File: src/ppm_dec_pkg.sv
// ----------------------------------------------------------------------------
// ppm_dec_pkg
// Shared types and constants for the pulse-position channel decoder.
// ----------------------------------------------------------------------------
package ppm_dec_pkg;

   localparam int SLOTS          = 9;
   localparam int SLOT_IDX_W     = (SLOTS > 1) ? $clog2(SLOTS) : 1;
   localparam int SLOT_W         = 4;
   localparam int US_W           = 16;
   localparam int READ_CMP_W     = 6;
   localparam logic [US_W-1:0] PULSE_LIMIT_RESET = 16'd2100;

   localparam logic CMD_EDGE = 1'b0;
   localparam logic CMD_READ = 1'b1;

   localparam logic EDGE_RISING  = 1'b0;
   localparam logic EDGE_FALLING = 1'b1;

   typedef logic [SLOT_IDX_W-1:0] slot_idx_type;

   typedef struct packed {
      logic              cmd;
      logic [US_W-1:0]   elapsed_us;
      logic [SLOT_W-1:0] read_index;
   } req_type;

   typedef struct packed {
      logic              edge_kind;
      logic [SLOT_W-1:0] slot;
      logic [US_W-1:0]   stored_value;
      logic              frame_sync;
      logic [US_W-1:0]   read_high;
      logic [US_W-1:0]   read_period;
      logic              high_valid;
      logic              period_valid;
   } rsp_type;

endpackage

File: src/ppm_channel_pulse_decoder_top.sv
// ----------------------------------------------------------------------------
// ppm_channel_pulse_decoder_top
// Decodes an RC pulse-position train into per-slot period and high times.
// ----------------------------------------------------------------------------
// Usage:
//   req_* carries one request per accepted cycle (req_valid high, req_stall
//   low). An edge event (cmd edge) gives the microseconds since the last
//   rising edge; edges alternate starting with a rising edge, which stores a
//   period, while a falling edge stores a high time. A read request returns
//   the stored high time and period of read_index plus the validity flags.
//   csr_write_enable / csr_write_data load the pulse limit; an interval above
//   it is a frame sync that writes zero and sends that slot index back to 0.
//   Each request yields exactly one response on rsp_*.
// Timing:
//   The response is registered: an accepted request sits in an input register,
//   then the compare and slot write feed the response register. One request per
//   cycle sustained while rsp_stall is low; the two registers form a pipe.
//   When rsp_stall holds a pending response and the input register is full,
//   req_stall rises and the input register keeps its request; nothing is lost.
// Reset:
//   synchronous; stores cleared, indexes 0, waiting for a rising edge,
//   pulse limit back to 2100, both registers empty.
// ----------------------------------------------------------------------------
module ppm_channel_pulse_decoder_top (
   input  logic                        clock,
   input  logic                        reset,
   input  logic                        req_valid,
   output logic                        req_stall,
   input  ppm_dec_pkg::req_type        req_data,
   output logic                        rsp_valid,
   input  logic                        rsp_stall,
   output ppm_dec_pkg::rsp_type        rsp_data,
   input  logic                        csr_write_enable,
   input  logic [ppm_dec_pkg::US_W-1:0] csr_write_data
);
   import ppm_dec_pkg::*;

   localparam slot_idx_type LAST_SLOT = SLOT_IDX_W'(SLOTS - 1);

   logic              in_valid_ff;
   req_type           in_data_ff;
   logic              rsp_valid_ff;
   rsp_type           rsp_data_ff;
   rsp_type           rsp_in;
   logic [US_W-1:0]   max_pw_ff;
   logic              expect_rising_ff;
   logic              expect_rising_in;
   slot_idx_type      high_idx_ff;
   slot_idx_type      high_idx_in;
   slot_idx_type      period_idx_ff;
   slot_idx_type      period_idx_in;
   logic              high_nz_ff;
   logic              high_nz_in;
   logic              period_nz_ff;
   logic              period_nz_in;
   logic [US_W-1:0]   high_store_ff   [SLOTS];
   logic [US_W-1:0]   period_store_ff [SLOTS];

   logic              advance;
   logic              process;
   logic              is_edge;
   logic              over_limit;
   slot_idx_type      cur_idx;
   slot_idx_type      adv_idx;
   logic [US_W-1:0]   write_value;
   logic              read_in_range;
   slot_idx_type      read_idx;

   // response register drains or is empty
   assign advance   = !rsp_valid_ff || !rsp_stall;
   assign req_stall = in_valid_ff && !advance;
   assign process   = in_valid_ff && advance;
   assign rsp_valid = rsp_valid_ff;
   assign rsp_data  = rsp_data_ff;

   assign is_edge     = (in_data_ff.cmd == CMD_EDGE);
   assign over_limit  = in_data_ff.elapsed_us > max_pw_ff;
   assign cur_idx     = expect_rising_ff ? period_idx_ff : high_idx_ff;
   assign adv_idx     = over_limit ? '0 :
                        ((cur_idx < LAST_SLOT) ? cur_idx + 1'b1 : cur_idx);
   assign write_value = over_limit ? '0 : in_data_ff.elapsed_us;

   assign read_in_range = READ_CMP_W'(in_data_ff.read_index) < READ_CMP_W'(SLOTS);
   assign read_idx      = SLOT_IDX_W'(in_data_ff.read_index);

   always_comb begin
      expect_rising_in = expect_rising_ff;
      high_idx_in      = high_idx_ff;
      period_idx_in    = period_idx_ff;
      high_nz_in       = high_nz_ff;
      period_nz_in     = period_nz_ff;
      rsp_in           = '0;
      if (is_edge) begin
         expect_rising_in    = !expect_rising_ff;
         rsp_in.slot         = SLOT_W'(cur_idx);
         rsp_in.stored_value = write_value;
         rsp_in.frame_sync   = over_limit;
         if (expect_rising_ff) begin
            rsp_in.edge_kind = EDGE_RISING;
            period_idx_in    = adv_idx;
            // validity follows the measured value, even past the limit
            period_nz_in     = (in_data_ff.elapsed_us != '0);
         end else begin
            rsp_in.edge_kind = EDGE_FALLING;
            high_idx_in      = adv_idx;
            high_nz_in       = (in_data_ff.elapsed_us != '0);
         end
      end else if (read_in_range) begin
         rsp_in.read_high   = high_store_ff[read_idx];
         rsp_in.read_period = period_store_ff[read_idx];
      end
      rsp_in.high_valid   = high_nz_in;
      rsp_in.period_valid = period_nz_in;
   end

   always_ff @(posedge clock) begin
      if (reset) begin
         in_valid_ff      <= 1'b0;
         rsp_valid_ff     <= 1'b0;
         max_pw_ff        <= PULSE_LIMIT_RESET;
         expect_rising_ff <= 1'b1;
         high_idx_ff      <= '0;
         period_idx_ff    <= '0;
         high_nz_ff       <= 1'b0;
         period_nz_ff     <= 1'b0;
         for (int i = 0; i < SLOTS; i++) begin
            high_store_ff[i]   <= '0;
            period_store_ff[i] <= '0;
         end
      end else begin
         if (!req_stall) begin
            in_valid_ff <= req_valid;
         end
         if (advance) begin
            rsp_valid_ff <= in_valid_ff;
         end
         if (csr_write_enable) begin
            max_pw_ff <= csr_write_data;
         end
         if (process) begin
            expect_rising_ff <= expect_rising_in;
            high_idx_ff      <= high_idx_in;
            period_idx_ff    <= period_idx_in;
            high_nz_ff       <= high_nz_in;
            period_nz_ff     <= period_nz_in;
            if (is_edge) begin
               if (expect_rising_ff) begin
                  period_store_ff[cur_idx] <= write_value;
               end else begin
                  high_store_ff[cur_idx] <= write_value;
               end
            end
         end
      end
   end

   always_ff @(posedge clock) begin
      if (!req_stall && req_valid) begin
         in_data_ff <= req_data;
      end
      if (process) begin
         rsp_data_ff <= rsp_in;
      end
   end

   a_idx_in_range: assert property (@(posedge clock) disable iff (reset)
      (high_idx_ff <= LAST_SLOT) && (period_idx_ff <= LAST_SLOT))
      else $error("slot index past last slot");

   a_hold_when_blocked: assert property (@(posedge clock) disable iff (reset)
      (in_valid_ff && !advance) |=> in_valid_ff)
      else $error("input register dropped a request while blocked");

   a_edge_toggles: assert property (@(posedge clock) disable iff (reset)
      (process && is_edge) |=> (expect_rising_ff != $past(expect_rising_ff)))
      else $error("edge polarity did not alternate");

   a_sync_zero: assert property (@(posedge clock) disable iff (reset)
      (process && is_edge && over_limit) |=>
         (rsp_data_ff.stored_value == '0) && (rsp_data_ff.slot == SLOT_W'($past(cur_idx))))
      else $error("frame sync response wrong");

endmodule
File: config.mk
export PLATFORM = sky130hd
export DESIGN_NAME = ppm_channel_pulse_decoder_top
export DESIGN_NICKNAME = d
export VERILOG_FILES = /design/src/ppm_dec_pkg.sv /design/src/ppm_channel_pulse_decoder_top.sv
export SDC_FILE = /design/constraint.sdc
export NUM_CORES = 1
export LEC_CHECK = 0
export BUFFER_PORTS_ARGS = -buffer_cell sky130_fd_sc_hd__buf_4
export CAP_MARGIN = 0
export CORE_ASPECT_RATIO = 0.8
export CORE_UTILIZATION = 52
export DETAILED_ROUTE_END_ITERATION = 8
export GPL_TIMING_DRIVEN = 0
export HOLD_SLACK_MARGIN = 0.05
export PLACE_DENSITY = 0.72
export SETUP_SLACK_MARGIN = 0.1
export SKIP_CTS_REPAIR_TIMING = 1
export SYNTH_ARGS = -nofsm -noshare
export SYNTH_HDL_FRONTEND = slang
export SYNTH_SLANG_ARGS = --single-unit
File: constraint.sdc
create_clock -name clock -period 4 [get_ports clock]
set_input_delay 0.6 -clock clock [delete_from_list [all_inputs] [get_ports clock]]
set_output_delay 0.6 -clock clock [all_outputs]
set_load 0.02 [all_outputs]
==> metrics.sh <==
FINAL_LAYOUT_SIZE_SUFFIX_GT1_SHARE_PCT=33.5
SYNTH_EDF_COUNT=365
FINAL-MAX-SLEW-VIOLATION-COUNT=0
POWER_FRAC_CLOCK_PCT=37.8
DOMINANTREGCELLSYNTH='sky130_fd_sc_hd__edfxtp_1'
FP.DIEW_UM=218
GRT_PASS1_VIAS=11867
PWR_DENSITY_CELL_nW_PER_UM2=425
TIMING.CRITICAL_PATH.SLOWEST_CELL_DELAY_NS=0.64
DIE-AREA_UM2=37900
DPL.HPWL_MM=35.0
NUMBER_OF_ANTENNA_VIOLATIONS_AT_THE_FIRST_CHECK_IN_GLOBAL_ROUTING=0
TOTALNEGATIVESETUPSLACK_NS=0
CRIT_PATH_START_KIND='flop'
CTSLONGESTPATHBUFFERS=3
TOTAL_OF_FILL_CELLS_IN_THE_FINISHED_DESIGN=2766
SETUP_SLACK_NS=0.439
CP.REQUIRED_NS=4.08
TRITONCTS_NUM_SINKS=394
RSZ0062_AT_GRT='no'
DIEHEIGHT_UM=174
WL_PER_CELL_UM=24.6
TIMING.CRITICAL_PATH.MODE_CELL='sky130_fd_sc_hd__nand2_1'
CLOCK_TREE.HTREE_LEVEL_COUNT=2
POWER.SWITCHING_FRACTION_PCT=24.9
DR.FIRST_ITER.DRC_COUNT=1382
SETUP_VIOL=0
GRT_PASS1_WL_MM=74.2
MAX_CLOCK_SKEW_NS=0.0158
CTS_ROOT_BUFFER='sky130_fd_sc_hd__clkbuf_16'
SYNTHESIS.AREA_UM2=19300
SYNTH_SEQ_AREA_SHARE_PCT=59.7
REMAINING_DRC_ERRORS=0
YOSYS_WARNINGS=0
P_SEQ_SHARE_PCT=50.7
STD_CELL_ROWS=62
SYNTHARSTFLOPSHARE_PCT=0
FMAXACHIEVABLE_MHz=281
MAPPEDNETLISTNETS=1400
GLOBALROUTETOTALUTIL_PCT=26.3
SYNTHESIS.AREA_PER_INSTANCE_UM2=14.4
SYNTH-SEQ-CELLS=394
CRITPATHCAPTURETYPE='flop'
CLOCK_TREE_FROM_TRITONCTS='yes'
FIN_CRIT_NS=3.56
CAP_VIOLATIONS=0
FINAL_CELLS=1992
MIN_PERIOD_OVER_PERIOD_PCT=89.0
PLACEMENT.IO_BUFFERS=97
GRT_REMAINING_OVERFLOW=0
OUTCOME='complete, no violations'
ROUTE.ANTENNA.REMAINING_NETS=0
SYNTH.DISTINCT_CELLS=53
DETAILEDROUTE.FIRSTPASSITERATIONCOUNT=6
CRITICAL_PATH_BUFFERS_AND_INVERTERS=4
POST_SYNTH_MAIN_AREA_CONTRIBUTORS='sky130_fd_sc_hd__edfxtp_1, sky130_fd_sc_hd__nor3b_2, sky130_fd_sc_hd__mux4_2'
POSTPLACECELLAREA_UM2=20700
DESIGN_AREA_UM2=21900
SLEW_HEADROOM_PCT=41.0
VIAS_PER_CELL=6.05
PORTION_OF_TOTAL_POWER_ATTRIBUTED_TO_COMBINATIONAL_LOGIC_PCT=11.5
NNETSFINAL=1543
TYPE_OF_THE_SETUP_PATH_WITH_THE_LEAST_SLACK='reg2reg'
HOLD_PATH.CLASS='in2reg'
SYNTH.CELLS.MOST_FREQUENT='sky130_fd_sc_hd__edfxtp_1, sky130_fd_sc_hd__nor3b_2, sky130_fd_sc_hd__nand2_1, sky130_fd_sc_hd__clkbuf_1, sky130_fd_sc_hd__nor3b_1'
FINALWEIGHTEDCONGESTION=0.872
WORST_SETUP_HOLD_PATH_CLK_SLEW_NS=0.06
FP.COREAREA_UM2=36200
TIMING_WORST_SLEW_PIN_VALUE_NS=0.883
FINAL_HOLD_VIOL_COUNT=0
PLACE_WORST_SETUP_SLACK_NS=0.517
CELLLEAKAGEPOWER_nW=7.53
SYN-INSTANCE-COUNT=1338
P_SWITCHING_W=0.00232
PLACE.DETAILED.INSTANCES=1918
SYNTH.LARGEST_AREA_CELL='sky130_fd_sc_hd__edfxtp_1'
IOS=100
SYNTHDOMINANTCELLAREASHARE_PCT=56.7
WORSTPATHCELLLIST='buf_4 -> mux2i_1 -> inv_1 -> ha_1 -> clkbuf_1 -> nand2_1 -> buf_2 -> nand2_1'
START_UTIL_PCT=53.3
TIMING.CRITICAL_PATH.MAX_DELAY_FAMILY='simple AND/OR/NAND/NOR gates'
DRT-TOTAL-WL_MM=49.0
CP_SLOWEST_CELL='sky130_fd_sc_hd__mux2i_1'
P_INT_W=0.00699
CP_MAX_FO=16
GRT_MAX_DEGREE=28
DETAILROUTE.VIA_COUNT=12053
DESIGN_POWER_TOTAL_W=0.00931
SYNTH.MOST_COMMON_CELL='sky130_fd_sc_hd__edfxtp_1'
PEAKVDDDROP_mV=0.313
TIMING.CRITICAL_PATH.ARRIVAL_NS=3.64
GROWTH_OF_DESIGN_AREA_FROM_SYNTHESIS_TO_FINISH_PCT=13.5
WORST_SKEW_PAIR_LATER_PIN_LATENCY_NS=0.54
CTS-BUFFERS-INSERTED=41
-- worst reg2reg max path, delay by kind of cell, from the launching register on --
| kind | cells | cell delay (ns) |
|---|---|---|
| fa+ha+maj | 1 | 0.24 |
| flops | 1 | 0.33 |
| mux | 1 | 0.64 |
| buf+inv | 4 | 0.91 |
| simple gates | 2 | 0.97 |
-- kinds of logic after synthesis --
family	count (synthesis)	synth area share (%)
AO/OA/AOI/OAI	103	3.68
XOR/XNOR	2	0.0907
adder cells (fa/ha/maj)	20	1.30
buffers and inverters	162	4.60
flip-flops	394	59.7
multiplexers	81	6.40
AND/OR/NAND/NOR	576	24.2
-- layer usage --
metal / routed length, um / track usage (%) / vias up
li1: - / - / 5295
met1: 21600 / 40.2 / 6022
met2: 21300 / 38.1 / 654
met3: 4860 / 4.92 / 82
met4: 1230 / 7.37 / 0
met5: 0 / 0 / -
-- state kept, by name, indices dropped and copies added (netlist names) --
name / cells
in_valid_ff: 1
high_store_ff: 144
high_nz_ff: 1
period_idx_ff: 4
expect_rising_ff: 1
in_data_ff: 17
high_idx_ff: 4
period_store_ff: 144
period_nz_ff: 1
max_pw_ff: 16
read_idx: 4
rsp_valid: 1
rsp_data: 56
-- area by class of cell --
cell class              count  area [um2]  share of cell area, %
diodes                      2        5.00                 0.0228
plain buffers             142         813                   3.71
clock buffers              58        1130                   5.16
clock inverters            14        62.6                  0.285
inverters                  20        75.1                  0.342
multi-input cells         782        6900                   31.5
flip-flops and latches    394       11500                   52.6
well taps                 480         601                   2.74
repair buffers            100         796                   3.63
-- through the flow --
stage	hold WS, ns	utilization (%)
after CTS	0.219	60.5
final	0.237	60.5
after detailed placement	0.441	57.2
after floorplan	0.424	-
after global routing	0.224	60.5
after global placement	0.433	57.0
-- worst paths after layout --
check,startpoint,to,slack [ns],depth (start not counted)
setup / recovery,expect_rising_ff,period_store_ff[1][12],0.44,8
hold / removal,req_data[2],read_idx[2],0.24,1
setup reg to reg,expect_rising_ff,period_store_ff[1][12],0.44,8
hold reg to reg,high_idx_ff[0],high_idx_ff[0],0.46,2
-- placed cells by master, fill, tap and decap left out, drive strengths merged, types with 4 or more instances in the layout --
| cell type | instances |
|---|---|
| o211ai | 4 |
| nand3 | 5 |
| edfxtp | 365 |
| dfxtp | 29 |
| and3 | 32 |
| inv | 20 |
| o221ai | 31 |
| o21ai | 36 |
| nor4 | 6 |
| nand2 | 177 |
| mux2i | 49 |
| o31ai | 8 |
| clkinv | 14 |
| clkbuf | 126 |
| nor2 | 32 |
| ha | 20 |
| buf | 174 |
| nor3b | 285 |
| mux4 | 32 |
| a21oi | 11 |
| nor3 | 21 |
-- power by group through the flow --
| stage | sequential, W | combinational [W] | clock, W |
|---|---|---|---|
| after global placement | 0.00480 | 0.00103 | 0 |
| final | 0.00472 | 0.00107 | 0.00352 |
| after global routing | 0.00473 | 0.00113 | 0.00371 |
| after detailed placement | 0.00481 | 0.00105 | 0 |
| after floorplan | 0.00481 | 0.000655 | 0 |
| after CTS | 0.00472 | 0.00106 | 0.00354 |
Note: power is estimated with default switching activity, not from simulation.
